`config.mk`:
```
export PLATFORM = sky130hd
export DESIGN_NAME = key_debounce_repeat_long_press
export DESIGN_NICKNAME = d
export VERILOG_FILES = /design/src/hdl/kdrlp_pkg.sv /design/src/hdl/kdrlp_regs.sv /design/src/hdl/kdrlp_key.sv /design/src/hdl/key_debounce_repeat_long_press.sv
export SDC_FILE = /design/constraint.sdc
export NUM_CORES = 1
export LEC_CHECK = 0
export BUFFER_PORTS_ARGS = -buffer_cell sky130_fd_sc_hd__buf_2
export CAP_MARGIN = 20
export CORE_MARGIN = 2
export CORE_UTILIZATION = 50
export DETAILED_ROUTE_END_ITERATION = 16
export PLACE_DENSITY = 0.74
export SLEW_MARGIN = 20
export SYNTH_ARGS = -nofsm -noshare
export SYNTH_HDL_FRONTEND = slang
export SYNTH_SLANG_ARGS = --single-unit
```
`constraint.sdc`:
```
create_clock -name i_clk -period 5.3 [get_ports i_clk]
set_clock_uncertainty 0.05 [all_clocks]
set_input_delay 1.06 -clock i_clk [delete_from_list [all_inputs] [get_ports i_clk]]
set_output_delay 1.06 -clock i_clk [all_outputs]
set_load 0.1 [all_outputs]
```
`src/hdl/kdrlp_pkg.sv`:
```
// ----------------------------------------------------------------------------
// kdrlp_pkg
// Shared types and constants for the key debounce / repeat / long press block.
// ----------------------------------------------------------------------------
package kdrlp_pkg;

    // Fixed port shape: three keys, 6 event bits, 16-bit press time
    localparam int NUM_KEYS = 3;
    localparam int EV_W     = 6;
    localparam int PT_W     = 16;

    // Parameter defaults
    localparam int KEYS_DEF       = 3;
    localparam int TIME_WIDTH_DEF = 16;

    // Event bit positions
    localparam int EV_HELD    = 0;
    localparam int EV_PRESS   = 1;
    localparam int EV_RELEASE = 2;
    localparam int EV_REPEAT  = 3;
    localparam int EV_LONG    = 4;
    localparam int EV_SHORT   = 5;

    // Configuration register map (word index)
    localparam int REG_IDX_W = 2;
    localparam logic [REG_IDX_W-1:0] REG_DEBOUNCE = 2'd0;
    localparam logic [REG_IDX_W-1:0] REG_RPT_START = 2'd1;
    localparam logic [REG_IDX_W-1:0] REG_RPT_PERIOD = 2'd2;
    localparam logic [REG_IDX_W-1:0] REG_LONG = 2'd3;
    localparam int PADDR_W = REG_IDX_W + 2;

    // Register reset values
    localparam logic [7:0]  DEBOUNCE_RST   = 8'd2;
    localparam logic [7:0]  RPT_START_RST  = 8'd100;
    localparam logic [7:0]  RPT_PERIOD_RST = 8'd10;
    localparam logic [15:0] LONG_RST       = 16'd200;

    typedef struct packed {
        logic [7:0]  debounce;
        logic [7:0]  rpt_start;
        logic [7:0]  rpt_period;
        logic [15:0] long_ticks;
    } t_cfg;

endpackage

```
`src/hdl/kdrlp_regs.sv`:
```
// ----------------------------------------------------------------------------
// kdrlp_regs
// APB-style configuration registers: debounce, repeat start, repeat period
// and long-press count.
// ----------------------------------------------------------------------------
module kdrlp_regs (
    input  logic                           i_clk,
    input  logic                           i_rst_n,
    input  logic                           psel,
    input  logic                           penable,
    input  logic                           pwrite,
    input  logic [kdrlp_pkg::PADDR_W-1:0]  paddr,
    input  logic [31:0]                    pwdata,
    output logic [31:0]                    prdata,
    output logic                           pready,
    output kdrlp_pkg::t_cfg                o_cfg
);
    import kdrlp_pkg::*;

    t_cfg                 r_cfg;
    logic                 w_wr;
    logic [REG_IDX_W-1:0] w_idx;

    assign pready = 1'b1;
    assign w_wr   = psel && penable && pwrite;
    assign w_idx  = paddr[PADDR_W-1:2];
    assign o_cfg  = r_cfg;

    // Write selected register
    always_ff @(posedge i_clk) begin
        if (!i_rst_n) begin
            r_cfg.debounce   <= DEBOUNCE_RST;
            r_cfg.rpt_start  <= RPT_START_RST;
            r_cfg.rpt_period <= RPT_PERIOD_RST;
            r_cfg.long_ticks <= LONG_RST;
        end else if (w_wr) begin
            case (w_idx)
                REG_DEBOUNCE:   r_cfg.debounce   <= pwdata[7:0];
                REG_RPT_START:  r_cfg.rpt_start  <= pwdata[7:0];
                REG_RPT_PERIOD: r_cfg.rpt_period <= pwdata[7:0];
                REG_LONG:       r_cfg.long_ticks <= pwdata[15:0];
                default: ;
            endcase
        end
    end

    // Read back
    always_comb begin
        case (w_idx)
            REG_DEBOUNCE:   prdata = {24'd0, r_cfg.debounce};
            REG_RPT_START:  prdata = {24'd0, r_cfg.rpt_start};
            REG_RPT_PERIOD: prdata = {24'd0, r_cfg.rpt_period};
            REG_LONG:       prdata = {16'd0, r_cfg.long_ticks};
            default:        prdata = '0;
        endcase
    end

endmodule

```
`src/hdl/kdrlp_key.sv`:
```
// ----------------------------------------------------------------------------
// kdrlp_key
// One key: held flag, hold counter and saturating press timer, with the
// event decode for the current scan request.
// ----------------------------------------------------------------------------
module kdrlp_key #(
    parameter int TIME_WIDTH = kdrlp_pkg::TIME_WIDTH_DEF
) (
    input  logic                       i_clk,
    input  logic                       i_rst_n,
    input  logic                       i_advance,
    input  logic                       i_level,
    input  kdrlp_pkg::t_cfg            i_cfg,
    output logic [kdrlp_pkg::EV_W-1:0] o_events,
    output logic [kdrlp_pkg::PT_W-1:0] o_press_time
);
    import kdrlp_pkg::*;

    localparam int CW = (TIME_WIDTH > PT_W) ? TIME_WIDTH : PT_W;

    logic                  r_held, n_held;
    logic [7:0]            r_hc, n_hc;
    logic [TIME_WIDTH-1:0] r_pt, n_pt;
    logic [7:0]            w_hc_inc;
    logic                  w_not_max;
    logic [TIME_WIDTH-1:0] w_pt_inc;
    logic [CW-1:0]         w_pt_cw;
    logic [EV_W-1:0]       w_ev;

    assign w_hc_inc  = r_hc + 8'd1;
    assign w_not_max = (r_pt != '1);
    assign w_pt_inc  = w_not_max ? r_pt + TIME_WIDTH'(1) : r_pt;

    // Next state and events for this scan
    always_comb begin
        n_held         = r_held;
        n_hc           = r_hc;
        n_pt           = r_pt;
        w_ev           = '0;
        w_ev[EV_HELD]  = r_held;
        if (!i_level) begin
            n_hc = w_hc_inc;
            n_pt = w_pt_inc;
            if (!r_held) begin
                if (w_hc_inc == i_cfg.debounce) begin
                    n_held         = 1'b1;
                    n_pt           = TIME_WIDTH'(i_cfg.debounce);
                    w_ev[EV_HELD]  = 1'b1;
                    w_ev[EV_PRESS] = 1'b1;
                end
            end else begin
                if (w_hc_inc == i_cfg.rpt_start) begin
                    n_hc            = w_hc_inc - i_cfg.rpt_period;
                    w_ev[EV_REPEAT] = 1'b1;
                end
                if (w_not_max && (CW'(w_pt_inc) == CW'(i_cfg.long_ticks))) begin
                    w_ev[EV_LONG] = 1'b1;
                end
            end
        end else begin
            if (r_held) begin
                n_held           = 1'b0;
                w_ev[EV_RELEASE] = 1'b1;
                if (CW'(r_pt) < CW'(i_cfg.rpt_start)) begin
                    w_ev[EV_SHORT] = 1'b1;
                end
            end
            n_hc = 8'd0;
        end
    end

    // Report press time only while held
    assign w_pt_cw      = CW'(n_pt);
    assign o_events     = w_ev;
    assign o_press_time = w_ev[EV_HELD] ? w_pt_cw[PT_W-1:0] : '0;

    // Commit state when the request moves to the result register
    always_ff @(posedge i_clk) begin
        if (!i_rst_n) begin
            r_held <= 1'b0;
            r_hc   <= '0;
            r_pt   <= '0;
        end else if (i_advance) begin
            r_held <= n_held;
            r_hc   <= n_hc;
            r_pt   <= n_pt;
        end
    end

endmodule

```
`src/hdl/key_debounce_repeat_long_press.sv`:
```
// ----------------------------------------------------------------------------
// key_debounce_repeat_long_press
// Three-key scanner with debounce, auto-repeat, long press and short press.
// ----------------------------------------------------------------------------
// Usage:
//   Each request on the input channel (i_in_valid / o_in_stall) is one scan
//   tick carrying the active-low levels of three keys. Each tick yields one
//   result on the output channel (o_out_valid / i_out_stall): six event bits
//   and the press time per key, plus an any-event flag.
//   The request is captured in an input register, decoded against the
//   per-key counters, and held in the result register. Throughput is one
//   request per cycle while the receiver does not stall; the per-key
//   counter update is a single increment and compare, and the counters are
//   written in the same cycle the result register loads.
//   When the receiver stalls, the result register holds and the input
//   register still takes one more request; a further request is stalled
//   until the result is taken. Reset clears all held flags, counters and
//   timers and loads the register defaults (debounce 2, repeat start 100,
//   repeat period 10, long press 200). The user must write configuration over
//   the APB port while no request is in flight; the block does not enforce it.
// ----------------------------------------------------------------------------
module key_debounce_repeat_long_press #(
    parameter int KEYS       = kdrlp_pkg::KEYS_DEF,
    parameter int TIME_WIDTH = kdrlp_pkg::TIME_WIDTH_DEF
) (
    input  logic                           i_clk,
    input  logic                           i_rst_n,
    input  logic                           psel,
    input  logic                           penable,
    input  logic                           pwrite,
    input  logic [kdrlp_pkg::PADDR_W-1:0]  paddr,
    input  logic [31:0]                    pwdata,
    output logic [31:0]                    prdata,
    output logic                           pready,
    input  logic                           i_in_valid,
    output logic                           o_in_stall,
    input  logic                           i_key1_level,
    input  logic                           i_key2_level,
    input  logic                           i_key3_level,
    output logic                           o_out_valid,
    input  logic                           i_out_stall,
    output logic [kdrlp_pkg::EV_W-1:0]     o_key1_events,
    output logic [kdrlp_pkg::EV_W-1:0]     o_key2_events,
    output logic [kdrlp_pkg::EV_W-1:0]     o_key3_events,
    output logic [kdrlp_pkg::PT_W-1:0]     o_key1_press_time,
    output logic [kdrlp_pkg::PT_W-1:0]     o_key2_press_time,
    output logic [kdrlp_pkg::PT_W-1:0]     o_key3_press_time,
    output logic                           o_any_event
);
    import kdrlp_pkg::*;

    t_cfg                  w_cfg;
    logic                  r_in_valid;
    logic [NUM_KEYS-1:0]   r_in_level;
    logic                  r_out_valid;
    logic [EV_W-1:0]       r_ev [NUM_KEYS];
    logic [PT_W-1:0]       r_pt [NUM_KEYS];
    logic                  r_any;
    logic [EV_W-1:0]       w_ev [NUM_KEYS];
    logic [PT_W-1:0]       w_pt [NUM_KEYS];
    logic [NUM_KEYS-1:0]   w_ev_nz;
    logic                  w_out_ready;
    logic                  w_advance;
    logic                  w_accept;

    kdrlp_regs u_regs (
        .i_clk   (i_clk),
        .i_rst_n (i_rst_n),
        .psel    (psel),
        .penable (penable),
        .pwrite  (pwrite),
        .paddr   (paddr),
        .pwdata  (pwdata),
        .prdata  (prdata),
        .pready  (pready),
        .o_cfg   (w_cfg)
    );

    // Handshake: result register frees up, input register moves forward
    assign w_out_ready = !r_out_valid || !i_out_stall;
    assign w_advance   = r_in_valid && w_out_ready;
    assign o_in_stall  = r_in_valid && !w_out_ready;
    assign w_accept    = i_in_valid && !o_in_stall;

    // Input register
    always_ff @(posedge i_clk) begin
        if (!i_rst_n) begin
            r_in_valid <= 1'b0;
        end else if (w_accept) begin
            r_in_valid <= 1'b1;
        end else if (w_advance) begin
            r_in_valid <= 1'b0;
        end
    end

    always_ff @(posedge i_clk) begin
        if (w_accept) begin
            r_in_level <= {i_key3_level, i_key2_level, i_key1_level};
        end
    end

    // Per-key scanners; keys past KEYS report nothing
    for (genvar k = 0; k < NUM_KEYS; k++) begin : g_key
        if (k < KEYS) begin : g_on
            kdrlp_key #(
                .TIME_WIDTH (TIME_WIDTH)
            ) u_key (
                .i_clk        (i_clk),
                .i_rst_n      (i_rst_n),
                .i_advance    (w_advance),
                .i_level      (r_in_level[k]),
                .i_cfg        (w_cfg),
                .o_events     (w_ev[k]),
                .o_press_time (w_pt[k])
            );
        end else begin : g_off
            assign w_ev[k] = '0;
            assign w_pt[k] = '0;
        end
        assign w_ev_nz[k] = |w_ev[k];
    end

    // Result register
    always_ff @(posedge i_clk) begin
        if (!i_rst_n) begin
            r_out_valid <= 1'b0;
        end else if (w_advance) begin
            r_out_valid <= 1'b1;
        end else if (!i_out_stall) begin
            r_out_valid <= 1'b0;
        end
    end

    always_ff @(posedge i_clk) begin
        if (w_advance) begin
            r_ev  <= w_ev;
            r_pt  <= w_pt;
            r_any <= |w_ev_nz;
        end
    end

    assign o_out_valid       = r_out_valid;
    assign o_key1_events     = r_ev[0];
    assign o_key2_events     = r_ev[1];
    assign o_key3_events     = r_ev[2];
    assign o_key1_press_time = r_pt[0];
    assign o_key2_press_time = r_pt[1];
    assign o_key3_press_time = r_pt[2];
    assign o_any_event       = r_any;

    // Checks
    a_stall_needs_item: assert property (@(posedge i_clk) disable iff (!i_rst_n)
        o_in_stall |-> r_in_valid)
        else $error("input stalled with empty input register");

    a_advance_fills_out: assert property (@(posedge i_clk) disable iff (!i_rst_n)
        w_advance |=> r_out_valid)
        else $error("result register not loaded after advance");

    for (genvar k = 0; k < NUM_KEYS; k++) begin : g_chk
        a_time_needs_held: assert property (@(posedge i_clk) disable iff (!i_rst_n)
            (r_out_valid && (r_pt[k] != '0)) |-> r_ev[k][EV_HELD])
            else $error("press time reported for a key that is not held");

        a_press_not_release: assert property (@(posedge i_clk) disable iff (!i_rst_n)
            r_out_valid |-> !(r_ev[k][EV_PRESS] && r_ev[k][EV_RELEASE]))
            else $error("press and release in the same tick");

        a_short_needs_release: assert property (@(posedge i_clk) disable iff (!i_rst_n)
            (r_out_valid && r_ev[k][EV_SHORT]) |-> r_ev[k][EV_RELEASE])
            else $error("short press without release");
    end

endmodule

```
==> flow_summary.json <==
{
  "synth_edf_count": 70,
  "clock-sinks": 187,
  "nNetsFinal": 1751,
  "worstMarginPinSlew_ps": 1048,
  "path_cells": "ha_1, nand3_1, xnor3_1, nor4b_1, nand4_1, nor2_4, mux2_2, a21oi_1",
  "first_iter_violations": 1489,
  "die_h_um": 170.0,
  "syn_to_final_growth_pct": 7.727,
  "syn_area_mm2": 0.01378,
  "post_cts_resized": 0,
  "slowest_delay_ps": 760,
  "dp_hpwl_mm": 29.82,
  "p_leak_nw": 5.866,
  "synth_top_cell_by_area": "dfxtp_1",
  "fin_crit_sh_pct": 72.58,
  "final_core_util_pct": 54.93,
  "cp_slowest_cell": "nor2_4",
  "min-delay-start": "g_key[2].g_on.u_key.r_hc[7]",
  "synth_area_leaders": "dfxtp_1 17%, edfxtp_1 15%, xnor2_1 6.1%",
  "ys.warnings.count": 0,
  "status": "finished clean",
  "antenna_found_initial": 0,
  "drt_pass1_iterations": 6,
  "maxCapViolations": 0,
  "detail-route-antenna-nets": 0,
  "finalSetupViolations": 0,
  "cts_hold_buffers": 0,
  "slew_violations": 0,
  "synth_flop_cell": "dfxtp_1",
  "period_minus_slack_ps": 3847,
  "htreeDepth": 4,
  "hold_path.class": "reg -> reg",
  "hold_viol": 0,
  "final_common_cell": "nand2_1",
  "grtUsageTotal_pct": 28.51,
  "clock_path_buffers": 2,
  "ioPinCount": 148,
  "antenna-diode-count": 0,
  "final_cell_mix": "157 x nand2_1, 136 x nor2_1, 117 x dfxtp_1",
  "hold_path_depth": 2,
  "syn_inst": 1634,
  "clk_latency_ps": 440,
  "cts_buffers": 17,
  "worstPathRequired_ps": 5620,
  "wl_per_cell_um": 20.63,
  "maxSlewHeadroom_pct": 30.14,
  "core_area_mm2": 0.02703,
  "netlist.area_leader.share_pct": 17.00,
  "grt_pass1_vias": 11290,
  "yosys.cell_types.count": 96,
  "initial_utilization_pct": 50.99,
  "async_flop_share_pct": 0,
  "post_cts_buffers": 0,
  "r2r-start": "g_key[2].g_on.u_key.r_hc[0]",
  "fp-row-count": 60,
  "overflow": 0,
  "powerDensity_mw_per_mm2": 224.3,
  "yosys_register_bits": 187,
  "critical_path_class": "reg -> reg",
  "start_kind": "flop",
  "ir_drop_mv": 0.1967,
  "cp.arrival_ps": 4170,
  "rrSetupSlack_ps": 1450,
  "cts-root-buf": "clkbuf_16",
  "drive_gt1_share_pct": 12.36,
  "fmax_mhz": 260.0,
  "syn_area_per_cell_um2": 8.434,
  "drt_wl_total_mm": 41.43,
  "synth_seq_area_share_pct": 32.25,
  "gp_congestion": 0.9634,
  "finalSetupTns_ps": 0,
  "min_to": "g_key[2].g_on.u_key.r_hc[7]",
  "dieArea_mm2": 0.02891,
  "die_x_um": 170.0,
  "via_per_inst": 6.158,
  "grt_max_degree": 61,
  "route.detailed.drc": 0,
  "r2r-end": "g_key[2].g_on.u_key.r_pt[6]",
  "port_buffers": 112,
  "cts_tree": "done",
  "num_vias": 12370,
  "r2r_cells": 8,
  "worstSetupEndpointType": "flop",
  "rsz0062_at_grt": "no",
  "clk_pin_slew_worst_paths_ps": 80,
  "cp_max_fo": 28,
  "grt_pass1_wl_mm": 63.89
}
through the flow:
step | cell area (um^2) | power (mW) | std cells | worst slack [ps] | hold WS (ps)
3_5_place_dp | 14250 | 2.037 | 1976 | 1589 | 462.6
2_1_floorplan | 13840 | 1.955 | 1649 | 1139 | 411.9
4_1_cts | 14850 | 3.334 | 2008 | 1553 | 477.5
3_3_place_gp | 14250 | 2.032 | 1976 | 1633 | 441.0
5_1_grt | 14850 | 3.420 | 2008 | 1262 | 512.4
6_report | 14850 | 3.330 | 2008 | 1453 | 473.0
where the power goes:
part / internal (mW) / total [mW] / leakage [nW] / switching [mW]
registers: 1.52 / 1.55 / 1.60 / 0.0301
clock network: 0.683 / 1.32 / 0.295 / 0.639
logic: 0.0897 / 0.463 / 3.97 / 0.373
how the worst max path moves through the flow:
stage / startpoint / to / slack (ps) / cells past startpoint
2_1_floorplan: i_out_stall / g_key[0].g_on.u_key.r_hc[2] / 1140 / 7
3_3_place_gp: g_key[1].g_on.u_key.r_hc[0] / o_key2_press_time[3] / 1630 / 9
3_5_place_dp: g_key[1].g_on.u_key.r_hc[0] / o_key2_press_time[0] / 1590 / 9
4_1_cts: g_key[1].g_on.u_key.r_hc[0] / o_key2_press_time[0] / 1550 / 9
5_1_grt: g_key[1].g_on.u_key.r_hc[0] / o_key2_press_time[0] / 1260 / 9
6_report: g_key[2].g_on.u_key.r_hc[0] / g_key[2].g_on.u_key.r_pt[6] / 1450 / 8
Yosys cell counts, types with 7 or more instances:
master and count:
nand2_1 157, nor2_1 136, dfxtp_1 117, o21ai_0 99
xnor2_1 96, a21oi_1 91, clkbuf_1 78, edfxtp_1 70
nand3_1 56, ha_1 48, inv_1 48, nor2b_1 48
xor2_1 45, nor3_1 43, mux2i_1 41, buf_2 31
and3_1 26, and2_1 25, a21boi_0 24, a21o_1 24
nand4_1 24, buf_4 23, nand2b_1 20, nor4_1 17
or3_1 16, xnor3_1 14, o21a_1 13, o22ai_1 12
a31oi_1 10, o31ai_1 9, mux4_2 8, nor3b_1 8
o2111ai_1 8, buf_6 7
worst max-delay path: cells and delay by family (launching register included):
kind            cells  cell delay [ps]
simple gates        4             2070
flops               1              510
mux                 1              400
fa+ha+maj           1              310
xor+xnor            1              280
compound gates      1              140
flip-flops by register name, summed over array words and instances (netlist names), 6 cells and up:
register               cells
o_key3_events              6
u_regs.o_cfg              40
o_key2_press_time         16
g_key.g_on.u_key.r_hc     24
g_key.g_on.u_key.r_pt     48
o_key3_press_time         16
o_key2_events              6
o_key1_press_time         16
o_key1_events              6
routing by layer:
metal / share of wire, % / routed length (um) / up-vias / track usage [%]
met1: 42 / 17300 / 5830 / 37.68
met3: 9.0 / 3729 / 108 / 5.442
met2: 45 / 18710 / 636 / 45.73
met4: 4.1 / 1695 / 0 / 12.15
met5: 0 / 0 / - / 0
li1: - / - / 5791 / -
cell families (layout without fill, tap and decap cells):
group	after synthesis	count (layout)	synth area share [%]
compound gates	362	362	16.72
mux	53	53	4.694
flops	187	187	32.25
xor+xnor	157	157	11.54
buf+inv	195	213	6.610
simple gates	626	626	23.27
other cells	2	17	0.05450
fa+ha+maj	52	52	4.867
cell type report:
class / instances / area, um^2
Clock buffer: 18 / 439.2
Clock inverter: 14 / 152.6
Fill cell: 2531 / 12180
Inverter: 51 / 192.7
Multi-Input combinational cell: 1267 / 8482
Sequential cell: 187 / 4444
Tap cell: 341 / 426.7
Timing Repair Buffer: 130 / 708.2
Power figures use the tool's default switching activity.
